[src/hdl/accel_sample_filter_bank_core_macros.svh]
// Assertion helpers shared by the filter bank modules.
`ifndef ACCEL_SAMPLE_FILTER_BANK_CORE_MACROS_SVH
`define ACCEL_SAMPLE_FILTER_BANK_CORE_MACROS_SVH

// The consequent must hold in the same cycle as the antecedent.
`define ASFB_ASSERT_SAME(label, clk, rst_n, ante, cons, msg) \
    label: assert property (@(posedge clk) disable iff (!rst_n) (ante) |-> (cons)) \
        else $error(msg);

// The consequent must hold in the cycle after the antecedent.
`define ASFB_ASSERT_NEXT(label, clk, rst_n, ante, cons, msg) \
    label: assert property (@(posedge clk) disable iff (!rst_n) (ante) |=> (cons)) \
        else $error(msg);

`endif

[src/hdl/asfb_pkg.sv]
package asfb_pkg;

    localparam int SAMPLE_W   = 16;
    localparam int TAP_W      = 15;
    localparam int LEN_W      = 8;
    localparam int INDEX_W    = 7;
    localparam int SUM_W      = 24;
    localparam int SMOOTH_W   = 32;
    localparam int Q15_SHIFT  = 15;
    localparam int MUL_A_W    = 17;
    localparam int MUL_B_W    = 32;
    localparam int PROD_W     = MUL_A_W + MUL_B_W;
    localparam int FIR_W      = 35;
    localparam int TAP_COUNT  = 6;
    localparam int HIST_DEPTH = TAP_COUNT - 1;
    localparam int APB_ADDR_W = 5;
    localparam int APB_DATA_W = 32;
    localparam int REG_IDX_W  = APB_ADDR_W - 2;

    localparam logic [TAP_W-1:0] OUTER_TAP_RST      = 15'd865;
    localparam logic [TAP_W-1:0] MIDDLE_TAP_RST     = 15'd4604;
    localparam logic [TAP_W-1:0] CENTER_TAP_RST     = 15'd10915;
    localparam logic [TAP_W-1:0] SMOOTHING_GAIN_RST = 15'd3277;
    localparam logic [LEN_W-1:0] RECORD_LENGTH_RST  = 8'd100;

    localparam logic [REG_IDX_W-1:0] REG_OUTER_TAP      = 3'd0;
    localparam logic [REG_IDX_W-1:0] REG_MIDDLE_TAP     = 3'd1;
    localparam logic [REG_IDX_W-1:0] REG_CENTER_TAP     = 3'd2;
    localparam logic [REG_IDX_W-1:0] REG_SMOOTHING_GAIN = 3'd3;
    localparam logic [REG_IDX_W-1:0] REG_RECORD_LENGTH  = 3'd4;

    localparam logic signed [MUL_A_W-1:0] Q15_ONE   = 17'sd32768;
    localparam logic signed [PROD_W-1:0]  Q15_BIAS  = 49'sd32767;
    localparam logic signed [PROD_W-1:0]  SAT16_MAX = 49'sd32767;
    localparam logic signed [PROD_W-1:0]  SAT16_MIN = -49'sd32768;

    typedef struct packed {
        logic signed [SAMPLE_W-1:0] sample;
        logic                       restart;
    } t_in_item;

    typedef struct packed {
        logic                       valid_res;
        logic [INDEX_W-1:0]         index;
        logic signed [SAMPLE_W-1:0] raw;
        logic signed [SAMPLE_W-1:0] average;
        logic signed [SAMPLE_W-1:0] fir_out;
        logic signed [SAMPLE_W-1:0] iir_out;
        logic                       last;
    } t_out_item;

    typedef struct packed {
        logic [TAP_W-1:0] outer_tap;
        logic [TAP_W-1:0] middle_tap;
        logic [TAP_W-1:0] center_tap;
        logic [TAP_W-1:0] smoothing_gain;
        logic [LEN_W-1:0] record_length;
    } t_cfg;

    typedef enum logic [2:0] {
        MUL_OUTER,
        MUL_MIDDLE,
        MUL_CENTER,
        MUL_DECAY,
        MUL_GAIN
    } t_mul_op;

    typedef struct packed {
        logic    load;
        logic    sum_update;
        logic    mul_en;
        t_mul_op mul_op;
        logic    div_start;
        logic    emit;
    } t_dp_cmd;

    typedef struct packed {
        logic capturing;
        logic div_busy;
        logic out_free;
    } t_dp_status;

    typedef enum logic [3:0] {
        ST_IDLE,
        ST_CHECK,
        ST_MUL_OUTER,
        ST_MUL_MIDDLE,
        ST_MUL_CENTER,
        ST_MUL_DECAY,
        ST_MUL_GAIN,
        ST_DIV,
        ST_EMIT
    } t_ctrl_state;

    // Divide by 2^15 with the quotient truncated toward zero.
    function automatic logic signed [PROD_W-1:0] q15_trunc(input logic signed [PROD_W-1:0] v);
        logic signed [PROD_W-1:0] bias;
        bias = v[PROD_W-1] ? Q15_BIAS : '0;
        return (v + bias) >>> Q15_SHIFT;
    endfunction

    function automatic logic signed [SAMPLE_W-1:0] sat16(input logic signed [PROD_W-1:0] v);
        logic signed [SAMPLE_W-1:0] r;
        if (v > SAT16_MAX) begin
            r = 16'sh7fff;
        end else if (v < SAT16_MIN) begin
            r = -16'sh8000;
        end else begin
            r = v[SAMPLE_W-1:0];
        end
        return r;
    endfunction

endpackage

[src/hdl/accel_sample_filter_bank_core.sv]
// Accelerometer filter bank: cumulative average, symmetric six-tap FIR and
// first-order IIR over a capture record of samples.
// Input channel: i_in_valid / o_in_ready carry one sample beat with a restart
// flag. Output channel: o_out_valid / i_out_ready carry one result beat per
// sample. Registers are written over the APB port (psel, penable, pwrite,
// paddr, pwdata); pready is tied high and prdata returns the addressed register.
// Samples are taken one at a time. Inside a record a sample passes the check,
// five multiply steps and the divide wait before its result is written to the
// output register: the shared multiplier makes five products, one a cycle, and
// the bit-serial divider one quotient bit per cycle over the 24-bit running sum.
// A sample outside a record skips both and goes from the check to the result.
// If the receiver stalls, the result waits in the output register while the
// next sample is already accepted and processed; the block only holds its
// finished result when the output register is still occupied.
// Reset (synchronous, active low) loads the default taps, gain and record
// length, clears the filter state and leaves the block outside any record.

module accel_sample_filter_bank_core #(
    parameter int MAX_RECORD = 128
) (
    input  logic                                i_clk,
    input  logic                                i_rst_n,

    input  logic                                i_in_valid,
    output logic                                o_in_ready,
    input  asfb_pkg::t_in_item                  i_in_data,

    output logic                                o_out_valid,
    input  logic                                i_out_ready,
    output asfb_pkg::t_out_item                 o_out_data,

    input  logic                                psel,
    input  logic                                penable,
    input  logic                                pwrite,
    input  logic [asfb_pkg::APB_ADDR_W-1:0]     paddr,
    input  logic [asfb_pkg::APB_DATA_W-1:0]     pwdata,
    output logic [asfb_pkg::APB_DATA_W-1:0]     prdata,
    output logic                                pready
);
    import asfb_pkg::*;

    t_cfg                 r_cfg;
    logic                 cfg_write;
    logic [REG_IDX_W-1:0] reg_idx;
    t_dp_cmd              cmd;
    t_dp_status           status;

    // Register file. Writes complete in the access phase; the port never waits.
    assign pready    = 1'b1;
    assign cfg_write = psel && penable && pwrite && pready;
    assign reg_idx   = paddr[APB_ADDR_W-1:2];

    always_ff @(posedge i_clk) begin
        if (!i_rst_n) begin
            r_cfg.outer_tap      <= OUTER_TAP_RST;
            r_cfg.middle_tap     <= MIDDLE_TAP_RST;
            r_cfg.center_tap     <= CENTER_TAP_RST;
            r_cfg.smoothing_gain <= SMOOTHING_GAIN_RST;
            r_cfg.record_length  <= RECORD_LENGTH_RST;
        end else if (cfg_write) begin
            unique case (reg_idx)
                REG_OUTER_TAP:      r_cfg.outer_tap      <= pwdata[TAP_W-1:0];
                REG_MIDDLE_TAP:     r_cfg.middle_tap     <= pwdata[TAP_W-1:0];
                REG_CENTER_TAP:     r_cfg.center_tap     <= pwdata[TAP_W-1:0];
                REG_SMOOTHING_GAIN: r_cfg.smoothing_gain <= pwdata[TAP_W-1:0];
                REG_RECORD_LENGTH:  r_cfg.record_length  <= pwdata[LEN_W-1:0];
                default: begin
                end
            endcase
        end
    end

    // Read mux; addresses past the last register read as zero.
    always_comb begin
        prdata = '0;
        unique case (reg_idx)
            REG_OUTER_TAP:      prdata = APB_DATA_W'(r_cfg.outer_tap);
            REG_MIDDLE_TAP:     prdata = APB_DATA_W'(r_cfg.middle_tap);
            REG_CENTER_TAP:     prdata = APB_DATA_W'(r_cfg.center_tap);
            REG_SMOOTHING_GAIN: prdata = APB_DATA_W'(r_cfg.smoothing_gain);
            REG_RECORD_LENGTH:  prdata = APB_DATA_W'(r_cfg.record_length);
            default:            prdata = '0;
        endcase
    end

    // The controller sequences one sample at a time through the datapath.
    asfb_ctrl u_ctrl (
        .i_clk      (i_clk),
        .i_rst_n    (i_rst_n),
        .i_in_valid (i_in_valid),
        .o_in_ready (o_in_ready),
        .o_cmd      (cmd),
        .i_status   (status)
    );

    // The datapath holds the filter state, the shared multiplier, the
    // average divider and the output register.
    asfb_dp #(
        .MAX_RECORD (MAX_RECORD)
    ) u_dp (
        .i_clk       (i_clk),
        .i_rst_n     (i_rst_n),
        .i_cfg       (r_cfg),
        .i_in_data   (i_in_data),
        .i_cmd       (cmd),
        .o_status    (status),
        .o_out_valid (o_out_valid),
        .i_out_ready (i_out_ready),
        .o_out_data  (o_out_data)
    );

endmodule

[src/hdl/asfb_div.sv]
module asfb_div #(
    parameter int DIVISOR_W = 8
) (
    input  logic                              i_clk,
    input  logic                              i_rst_n,
    input  logic                              i_start,
    input  logic signed [asfb_pkg::SUM_W-1:0] i_dividend,
    input  logic [DIVISOR_W-1:0]              i_divisor,
    output logic                              o_busy,
    output logic [asfb_pkg::SUM_W-1:0]        o_quotient,
    output logic                              o_neg
);
    import asfb_pkg::*;

    localparam int CNT_W = $clog2(SUM_W + 1);

    logic                 r_busy;
    logic [CNT_W-1:0]     r_cnt;
    logic [SUM_W-1:0]     r_quo;
    logic [DIVISOR_W-1:0] r_rem;
    logic [DIVISOR_W-1:0] r_dvs;
    logic                 r_neg;

    logic [DIVISOR_W:0]   rem_sh;
    logic                 fits;
    logic [SUM_W-1:0]     magnitude;

    // Restoring division: one quotient bit per cycle, dividend bits shift out
    // of the top of the quotient register as quotient bits shift in below.
    always_comb begin
        rem_sh    = {r_rem, r_quo[SUM_W-1]};
        fits      = (rem_sh >= {1'b0, r_dvs});
        magnitude = i_dividend[SUM_W-1] ? (~i_dividend + 1'b1) : i_dividend;
    end

    always_ff @(posedge i_clk) begin
        if (!i_rst_n) begin
            r_busy <= 1'b0;
            r_cnt  <= '0;
        end else if (i_start) begin
            r_busy <= 1'b1;
            r_cnt  <= CNT_W'(SUM_W - 1);
        end else if (r_busy) begin
            r_cnt <= r_cnt - 1'b1;
            if (r_cnt == '0) begin
                r_busy <= 1'b0;
            end
        end
    end

    always_ff @(posedge i_clk) begin
        if (i_start) begin
            r_quo <= magnitude;
            r_rem <= '0;
            r_dvs <= i_divisor;
            r_neg <= i_dividend[SUM_W-1];
        end else if (r_busy) begin
            r_rem <= fits ? DIVISOR_W'(rem_sh - {1'b0, r_dvs}) : rem_sh[DIVISOR_W-1:0];
            r_quo <= {r_quo[SUM_W-2:0], fits};
        end
    end

    assign o_busy     = r_busy;
    assign o_quotient = r_quo;
    assign o_neg      = r_neg;

endmodule

[src/hdl/asfb_ctrl.sv]
`include "accel_sample_filter_bank_core_macros.svh"

module asfb_ctrl (
    input  logic                 i_clk,
    input  logic                 i_rst_n,
    input  logic                 i_in_valid,
    output logic                 o_in_ready,
    output asfb_pkg::t_dp_cmd    o_cmd,
    input  asfb_pkg::t_dp_status i_status
);
    import asfb_pkg::*;

    t_ctrl_state r_state;
    t_ctrl_state n_state;

    always_ff @(posedge i_clk) begin
        if (!i_rst_n) begin
            r_state <= ST_IDLE;
        end else begin
            r_state <= n_state;
        end
    end

    always_comb begin
        n_state = r_state;
        unique case (r_state)
            ST_IDLE: begin
                if (i_in_valid) begin
                    n_state = ST_CHECK;
                end
            end
            ST_CHECK: begin
                n_state = i_status.capturing ? ST_MUL_OUTER : ST_EMIT;
            end
            ST_MUL_OUTER:  n_state = ST_MUL_MIDDLE;
            ST_MUL_MIDDLE: n_state = ST_MUL_CENTER;
            ST_MUL_CENTER: n_state = ST_MUL_DECAY;
            ST_MUL_DECAY:  n_state = ST_MUL_GAIN;
            ST_MUL_GAIN:   n_state = ST_DIV;
            ST_DIV: begin
                if (!i_status.div_busy) begin
                    n_state = ST_EMIT;
                end
            end
            ST_EMIT: begin
                if (i_status.out_free) begin
                    n_state = ST_IDLE;
                end
            end
            default: n_state = ST_IDLE;
        endcase
    end

    always_comb begin
        o_in_ready       = 1'b0;
        o_cmd            = '0;
        o_cmd.mul_op     = MUL_OUTER;
        unique case (r_state)
            ST_IDLE: begin
                o_in_ready = 1'b1;
                o_cmd.load = i_in_valid;
            end
            ST_CHECK: begin
                o_cmd.sum_update = 1'b1;
            end
            ST_MUL_OUTER: begin
                o_cmd.mul_en    = 1'b1;
                o_cmd.mul_op    = MUL_OUTER;
                o_cmd.div_start = 1'b1;
            end
            ST_MUL_MIDDLE: begin
                o_cmd.mul_en = 1'b1;
                o_cmd.mul_op = MUL_MIDDLE;
            end
            ST_MUL_CENTER: begin
                o_cmd.mul_en = 1'b1;
                o_cmd.mul_op = MUL_CENTER;
            end
            ST_MUL_DECAY: begin
                o_cmd.mul_en = 1'b1;
                o_cmd.mul_op = MUL_DECAY;
            end
            ST_MUL_GAIN: begin
                o_cmd.mul_en = 1'b1;
                o_cmd.mul_op = MUL_GAIN;
            end
            ST_DIV: begin
            end
            ST_EMIT: begin
                o_cmd.emit = i_status.out_free;
            end
            default: begin
            end
        endcase
    end

    `ASFB_ASSERT_NEXT(a_load_goes_to_check, i_clk, i_rst_n, o_cmd.load, r_state == ST_CHECK, "accepted sample did not advance to the check step")
    `ASFB_ASSERT_SAME(a_emit_needs_room, i_clk, i_rst_n, o_cmd.emit, i_status.out_free, "result emitted while the output register was occupied")
    `ASFB_ASSERT_SAME(a_emit_after_divide, i_clk, i_rst_n, r_state == ST_EMIT, !i_status.div_busy, "result step reached while the divider was still running")

endmodule

[src/hdl/asfb_dp.sv]
`include "accel_sample_filter_bank_core_macros.svh"

module asfb_dp #(
    parameter int MAX_RECORD = 128
) (
    input  logic                 i_clk,
    input  logic                 i_rst_n,
    input  asfb_pkg::t_cfg       i_cfg,
    input  asfb_pkg::t_in_item   i_in_data,
    input  asfb_pkg::t_dp_cmd    i_cmd,
    output asfb_pkg::t_dp_status o_status,
    output logic                 o_out_valid,
    input  logic                 i_out_ready,
    output asfb_pkg::t_out_item  o_out_data
);
    import asfb_pkg::*;

    localparam int PW    = (MAX_RECORD > 2) ? $clog2(MAX_RECORD) : 1;
    localparam int DVW   = PW + 1;
    localparam int CMP_W = (PW + 1 > LEN_W) ? PW + 1 : LEN_W;

    localparam logic signed [SUM_W:0] SUM_MAX = (SUM_W + 1)'((1 << (SUM_W - 1)) - 1);
    localparam logic signed [SUM_W:0] SUM_MIN = -(SUM_W + 1)'(1 << (SUM_W - 1));

    // Filter state.
    logic signed [SAMPLE_W-1:0] r_hist [HIST_DEPTH];
    logic signed [SUM_W-1:0]    r_sum;
    logic [PW-1:0]              r_position;
    logic                       r_capturing;
    logic signed [SMOOTH_W-1:0] r_smoothed;

    // Per-sample working registers.
    logic signed [SAMPLE_W-1:0] r_x;
    logic signed [PROD_W-1:0]   r_prod;
    t_mul_op                    r_prod_op;
    logic                       r_prod_vld;
    logic signed [FIR_W-1:0]    r_fir_acc;
    logic signed [SMOOTH_W-1:0] r_decay;

    logic                       r_out_valid;
    t_out_item                  r_out;

    logic signed [MUL_A_W-1:0]  mul_a;
    logic signed [MUL_B_W-1:0]  mul_b;
    logic signed [SAMPLE_W:0]   pair;
    logic signed [MUL_A_W-1:0]  gain_s;
    logic signed [SUM_W:0]      sum_ext;
    logic signed [SUM_W-1:0]    sum_sat;
    logic [CMP_W-1:0]           len_raw;
    logic [CMP_W-1:0]           len_eff;
    logic [CMP_W-1:0]           pos_next;
    logic                       is_last;
    logic [DVW-1:0]             divisor;
    logic                       div_busy;
    logic [SUM_W-1:0]           quotient;
    logic                       quot_neg;
    logic signed [SUM_W:0]      avg_full;
    logic                       out_free;

    // Shared multiplier operand selection.
    always_comb begin
        gain_s = $signed({2'b00, i_cfg.smoothing_gain});
        pair   = '0;
        mul_a  = '0;
        mul_b  = '0;
        case (i_cmd.mul_op)
            MUL_OUTER: begin
                pair  = (SAMPLE_W + 1)'(r_x) + (SAMPLE_W + 1)'(r_hist[4]);
                mul_a = $signed({2'b00, i_cfg.outer_tap});
                mul_b = MUL_B_W'(pair);
            end
            MUL_MIDDLE: begin
                pair  = (SAMPLE_W + 1)'(r_hist[0]) + (SAMPLE_W + 1)'(r_hist[3]);
                mul_a = $signed({2'b00, i_cfg.middle_tap});
                mul_b = MUL_B_W'(pair);
            end
            MUL_CENTER: begin
                pair  = (SAMPLE_W + 1)'(r_hist[1]) + (SAMPLE_W + 1)'(r_hist[2]);
                mul_a = $signed({2'b00, i_cfg.center_tap});
                mul_b = MUL_B_W'(pair);
            end
            MUL_DECAY: begin
                mul_a = Q15_ONE - gain_s;
                mul_b = r_smoothed;
            end
            MUL_GAIN: begin
                mul_a = gain_s;
                mul_b = MUL_B_W'(r_x);
            end
            default: begin
            end
        endcase
    end

    always_comb begin
        sum_ext = (SUM_W + 1)'(r_sum) + (SUM_W + 1)'(r_x);
        if (sum_ext > SUM_MAX) begin
            sum_sat = SUM_MAX[SUM_W-1:0];
        end else if (sum_ext < SUM_MIN) begin
            sum_sat = SUM_MIN[SUM_W-1:0];
        end else begin
            sum_sat = sum_ext[SUM_W-1:0];
        end
    end

    // Record length is clamped to one at the bottom and MAX_RECORD at the top.
    always_comb begin
        len_raw = CMP_W'(i_cfg.record_length);
        if (len_raw == '0) begin
            len_eff = CMP_W'(1);
        end else if (len_raw > CMP_W'(MAX_RECORD)) begin
            len_eff = CMP_W'(MAX_RECORD);
        end else begin
            len_eff = len_raw;
        end
        pos_next = CMP_W'(r_position) + CMP_W'(1);
        is_last  = (pos_next >= len_eff);
        divisor  = DVW'(r_position) + DVW'(1);
        avg_full = quot_neg ? -$signed({1'b0, quotient}) : $signed({1'b0, quotient});
    end

    asfb_div #(
        .DIVISOR_W (DVW)
    ) u_div (
        .i_clk      (i_clk),
        .i_rst_n    (i_rst_n),
        .i_start    (i_cmd.div_start),
        .i_dividend (r_sum),
        .i_divisor  (divisor),
        .o_busy     (div_busy),
        .o_quotient (quotient),
        .o_neg      (quot_neg)
    );

    // Filter state: restart clears at load, the sum moves at the check step,
    // the IIR value when the gain product lands, the rest when the result leaves.
    always_ff @(posedge i_clk) begin
        if (!i_rst_n) begin
            for (int k = 0; k < HIST_DEPTH; k++) begin
                r_hist[k] <= '0;
            end
            r_sum       <= '0;
            r_position  <= '0;
            r_capturing <= 1'b0;
            r_smoothed  <= '0;
        end else begin
            if (i_cmd.load && i_in_data.restart) begin
                for (int k = 0; k < HIST_DEPTH; k++) begin
                    r_hist[k] <= '0;
                end
                r_sum       <= '0;
                r_position  <= '0;
                r_capturing <= 1'b1;
                r_smoothed  <= '0;
            end else begin
                if (i_cmd.sum_update && r_capturing) begin
                    r_sum <= sum_sat;
                end
                if (r_prod_vld && (r_prod_op == MUL_GAIN)) begin
                    r_smoothed <= SMOOTH_W'(r_prod + PROD_W'(r_decay));
                end
                if (i_cmd.emit && r_capturing) begin
                    for (int k = HIST_DEPTH - 1; k > 0; k--) begin
                        r_hist[k] <= r_hist[k-1];
                    end
                    r_hist[0] <= r_x;
                    if (is_last) begin
                        r_capturing <= 1'b0;
                        r_position  <= '0;
                    end else begin
                        r_position <= r_position + PW'(1);
                    end
                end
            end
        end
    end

    always_ff @(posedge i_clk) begin
        if (!i_rst_n) begin
            r_prod_vld <= 1'b0;
        end else begin
            r_prod_vld <= i_cmd.mul_en;
        end
    end

    always_ff @(posedge i_clk) begin
        if (i_cmd.load) begin
            r_x <= i_in_data.sample;
        end
        if (i_cmd.mul_en) begin
            r_prod    <= mul_a * mul_b;
            r_prod_op <= i_cmd.mul_op;
        end
        if (r_prod_vld) begin
            case (r_prod_op) inside
                MUL_OUTER: r_fir_acc <= FIR_W'(r_prod);
                MUL_MIDDLE, MUL_CENTER: r_fir_acc <= r_fir_acc + FIR_W'(r_prod);
                MUL_DECAY: r_decay <= SMOOTH_W'(q15_trunc(r_prod));
                default: begin
                end
            endcase
        end
    end

    // Output register: a finished result waits here while the next sample
    // is already being taken in.
    assign out_free = !r_out_valid || i_out_ready;

    always_ff @(posedge i_clk) begin
        if (!i_rst_n) begin
            r_out_valid <= 1'b0;
        end else if (i_cmd.emit) begin
            r_out_valid <= 1'b1;
        end else if (i_out_ready) begin
            r_out_valid <= 1'b0;
        end
    end

    always_ff @(posedge i_clk) begin
        if (i_cmd.emit) begin
            r_out.raw <= r_x;
            if (r_capturing) begin
                r_out.valid_res <= 1'b1;
                r_out.index     <= INDEX_W'(r_position);
                r_out.average   <= sat16(PROD_W'(avg_full));
                r_out.fir_out   <= sat16(q15_trunc(PROD_W'(r_fir_acc)));
                r_out.iir_out   <= sat16(q15_trunc(PROD_W'(r_smoothed)));
                r_out.last      <= is_last;
            end else begin
                r_out.valid_res <= 1'b0;
                r_out.index     <= '0;
                r_out.average   <= '0;
                r_out.fir_out   <= '0;
                r_out.iir_out   <= '0;
                r_out.last      <= 1'b0;
            end
        end
    end

    assign o_out_valid        = r_out_valid;
    assign o_out_data         = r_out;
    assign o_status.capturing = r_capturing;
    assign o_status.div_busy  = div_busy;
    assign o_status.out_free  = out_free;

    `ASFB_ASSERT_SAME(a_position_in_range, i_clk, i_rst_n, r_capturing, (CMP_W'(r_position) < CMP_W'(MAX_RECORD)), "record position beyond the largest record")
    `ASFB_ASSERT_NEXT(a_last_closes_record, i_clk, i_rst_n, i_cmd.emit && r_capturing && is_last, !r_capturing && (r_position == '0), "last result did not close the record")
    `ASFB_ASSERT_NEXT(a_idle_keeps_sum, i_clk, i_rst_n, i_cmd.emit && !r_capturing, $stable(r_sum) && $stable(r_smoothed), "filter state changed outside a record")

endmodule
[config.mk]
export PLATFORM = sky130hd
export DESIGN_NAME = accel_sample_filter_bank_core
export DESIGN_NICKNAME = d
export VERILOG_FILES = /design/src/hdl/asfb_pkg.sv /design/src/hdl/accel_sample_filter_bank_core.sv /design/src/hdl/asfb_div.sv /design/src/hdl/asfb_ctrl.sv /design/src/hdl/asfb_dp.sv
export VERILOG_INCLUDE_DIRS = /design/src /design/src/hdl
export SDC_FILE = /design/constraint.sdc
export NUM_CORES = 2
export LEC_CHECK = 0
export BUFFER_PORTS_ARGS = -buffer_cell sky130_fd_sc_hd__buf_2
export CORE_ASPECT_RATIO = 1.1
export CORE_UTILIZATION = 61
export CTS_CLUSTER_SIZE = 28
export DETAILED_ROUTE_END_ITERATION = 7
export GPL_TIMING_DRIVEN = 0
export PLACE_DENSITY = 0.79
export RECOVER_POWER = 25
export SYNTH_ARGS = -nofsm -noshare
export SYNTH_HDL_FRONTEND = slang
export SYNTH_HIERARCHICAL = 1
export SYNTH_SLANG_ARGS = --single-unit
[constraint.sdc]
create_clock -name i_clk -period 12.74 [get_ports i_clk]
set_input_delay 1.274 -clock i_clk [delete_from_list [all_inputs] [get_ports i_clk]]
set_output_delay 1.274 -clock i_clk [all_outputs]
set_load 0.03 [all_outputs]
==> impl_metrics.py <==
metrics = {
    "final_layout": {
        "seq_area_mm2": 0.0127,
        "final_cell_mix": "676 x inv_1, 589 x nand2_1, 496 x fa_1",
        "layout_commonest_cell": "inv_1",
        "layout.cells.non_filler": 6362,
        "layout-area-overhead-vs-synth_pct": 8.17,
        "multi_input_area_mm2": 0.0312,
        "layout.nets": 6164,
        "fill_cells": 6185,
        "drive_gt1_frac": 0.0679,
    },
    "clock_tree": {
        "cts.sinks": 472,
        "clockBufferDepth": 3,
        "clk_pin_slew_worst_paths_ns": 0.06,
        "htree_levels": 2,
        "clk_latency_ns": 0.65,
        "cts_tree": "done",
        "cts-buffers-inserted": 52,
        "cts-root-buf": "clkbuf_16",
    },
    "yosys": {
        "async_flop_share": 0,
        "synthFlopType": "edfxtp_1",
        "ys_ff_latch": 472,
        "yosysWarnings": 6,
        "syn_avg_cell_area_um2": 9.33,
        "syn_inst": 5083,
        "yosys.cell_types.count": 107,
        "synth_enable_flop_cells": 320,
        "syn_area_mm2": 0.0474,
        "ys_seq_area_frac": 0.267,
    },
    "place": {
        "place_inst": 6262,
        "gp_congestion": 1.06,
        "dp_slack_ns": -0.267,
        "dpl.hpwl_um": 113000,
        "portBuffers": 131,
    },
    "drt": {
        "drc": 0,
        "ant_nets": 0,
        "first_iter_violations": 3905,
        "drt_first_pass_iters": 6,
        "routed_wl_um": 142000,
        "wl_per_cell_um": 22.3,
        "vias_per_cell": 6.17,
        "vias": 39275,
    },
    "floorplan": {
        "die-area_mm2": 0.0789,
        "io_pins": 169,
        "start_util": 0.620,
        "die-width_um": 268,
        "core_area_mm2": 0.0765,
        "die_h_um": 294,
        "row_count": 106,
    },
    "setup_path": {
        "required_ns": 12.97,
        "critPathKind": "register to register",
        "max_stage_delay_ns": 0.84,
        "crit_fanout": 10,
        "reg2reg_to": "u_dp/r_prod[48]$_DFFE_PP_",
        "cp.arrival_ns": 12.78,
        "critPathSlowestCell": "o41ai_1",
        "critPathCaptureType": "register",
        "ff2ff_path_depth": 29,
        "r2r_start": "u_ctrl/r_state[1]$_SDFFE_PN0P_",
        "worst_path_most_repeated_cell": "fa_1",
        "worstSetupStartpointType": "register",
        "r2r_slack_ns": 0.19,
    },
    "sta": {
        "tightest_slew_ns": 3.81,
        "fmax_mhz": 79.7,
        "fin_ws_ns": 0.195,
        "clock_skew_ns": 0.0601,
        "layout_worst_path_cycle_share": 0.985,
        "whs_ns": 0.476,
        "finalSetupViolations": 0,
        "hold_violations": 0,
        "slew_headroom": -1.54,
        "fin_crit_ns": 12.55,
        "rsz0062_at_grt": "no",
        "drv_slew": 170,
    },
    "grt": {
        "grt_start_max_net_pins": 75,
        "track_usage": 0.366,
        "grt_pass1_vias": 39000,
        "overflow": 0,
        "use_met2": 0.596,
        "busiest_layer": "met2",
        "grt_util_met1": 0.469,
        "grt_pass1_wl_um": 219000,
        "antenna_found_initial": 4,
        "met3_usage": 0.0684,
    },
    "outcome": {
        "outcome": "finished with violations",
        "violations": "capacitance limit, slew limit",
    },
    "run": {
        "max_cap_violations": 4,
    },
    "min_path": {
        "worstHoldPathCells": 2,
        "hp-start": "r_cfg[25]$_SDFFE_PN0P_",
        "hold_path.class": "register to register",
        "min_to": "r_cfg[25]$_SDFFE_PN0P_",
    },
}
-- worst max path at each step --
stage | from | end | slack, ns | cells after the start
6_report | u_ctrl/r_state[1]$_SDFFE_PN0P_ | u_dp/r_prod[48]$_DFFE_PP_ | 0.19 | 29
5_1_grt | u_ctrl/r_state[1]$_SDFFE_PN0P_ | u_dp/r_prod[48]$_DFFE_PP_ | 0.17 | 31
4_1_cts | u_ctrl/r_state[1]$_SDFFE_PN0P_ | u_dp/r_prod[48]$_DFFE_PP_ | 0.08 | 31
3_5_place_dp | u_ctrl/r_state[2]$_SDFFE_PN0P_ | u_dp/r_prod[48]$_DFFE_PP_ | -0.27 | 30
3_3_place_gp | u_ctrl/r_state[2]$_SDFFE_PN0P_ | u_dp/r_prod[45]$_DFFE_PP_ | -0.35 | 29
2_1_floorplan | u_ctrl/r_state[2]$_SDFFE_PN0P_ | u_dp/r_prod[44]$_DFFE_PP_ | 3.86 | 30
-- flip-flops by register name, summed over array words and instances, names as in the netlist, 3 cells and up --
name                   cells
r_cfg                     68
u_ctrl/r_state             4
u_dp/o_out_data           73
u_dp/r_decay              32
u_dp/r_fir_acc            35
u_dp/r_hist               80
u_dp/r_position            7
u_dp/r_prod               48
u_dp/r_prod_op             3
u_dp/r_smoothed           32
u_dp/r_sum                24
u_dp/r_x                  16
u_dp/u_div/o_quotient     24
u_dp/u_div/r_cnt           5
u_dp/u_div/r_dvs           8
u_dp/u_div/r_rem           8
-- stage by stage --
step	cell area, µm²	utilization	setup TNS, ns
after floorplan	47500	-	0
after global placement	49400	0.646	-1.11
after detailed placement	49600	0.648	-0.267
after CTS	51400	0.672	0
after global routing	51300	0.670	0
final	51300	0.670	0
-- metal layers --
metal | up-vias | part of all wire | routed length [µm]
met2 | 2100 | 0.46 | 64800
met3 | 462 | 0.10 | 14300
met1 | 19135 | 0.38 | 54500
met5 | - | 0.00025 | 36
met4 | 6 | 0.057 | 8030
li1 | 17572 | - | -
-- logic make-up (layout without fill, tap and decap cells) --
family	after synthesis	after routing	synth area share
flip-flops	472	472	0.267
buffers and inverters	915	1150	0.0763
XOR/XNOR	262	262	0.0484
AO/OA/AOI/OAI	923	923	0.128
multiplexers	98	98	0.0235
AND/OR/NAND/NOR	1595	1595	0.164
other	2	20	0.000158
adder cells (fa/ha/maj)	816	816	0.294
-- critical path: cells and delay by family (launching register included) --
kind / cells / cell delay (ns)
AOI/OAI and AO/OA: 7 / 2.75
xor gates and xnor gates: 1 / 0.43
adders and majority gates: 7 / 3.42
buffers and inverters: 7 / 2.36
DFF: 1 / 0.44
and+or+nand+nor: 7 / 2.67
-- final cells by class --
cell class                 instances  share of cell area
multi-input combinational       3712               0.609
sequential                       472               0.247
inverter                         679              0.0497
clock buffer                      70              0.0285
tap                             1026              0.0250
buffer                           236              0.0209
timing repair buffer             137              0.0137
clock inverter                    28             0.00658
antenna                            2           0.0000975
-- cell usage after synthesis (all sizes together), types with 76 or more instances --
cell type  number  share of area
ha            317          0.084
nor2b          89          0.012
a21o           78          0.012
fa            496           0.21
nand2         590          0.047
a21oi         244          0.026
clkbuf        177          0.014
nand3          83         0.0090
xor2          129          0.024
and2          147          0.019
edfxtp        320           0.20
xnor2         133          0.025
mux2i          76          0.016
o21ai         209          0.023
inv           679          0.054
nor2          340          0.027
dfxtp         152          0.064
-- timing repair --
action,4_1_cts,5_1_grt
cloned,0,0
setup endpoints to repair,1,4
hold buffers,0,0
setup buffers,0,0
resized for setup,1,7
Power is left out: the tool's default activity adds up to more than one toggle a clock period on the data nets, which glitch-free logic cannot reach.
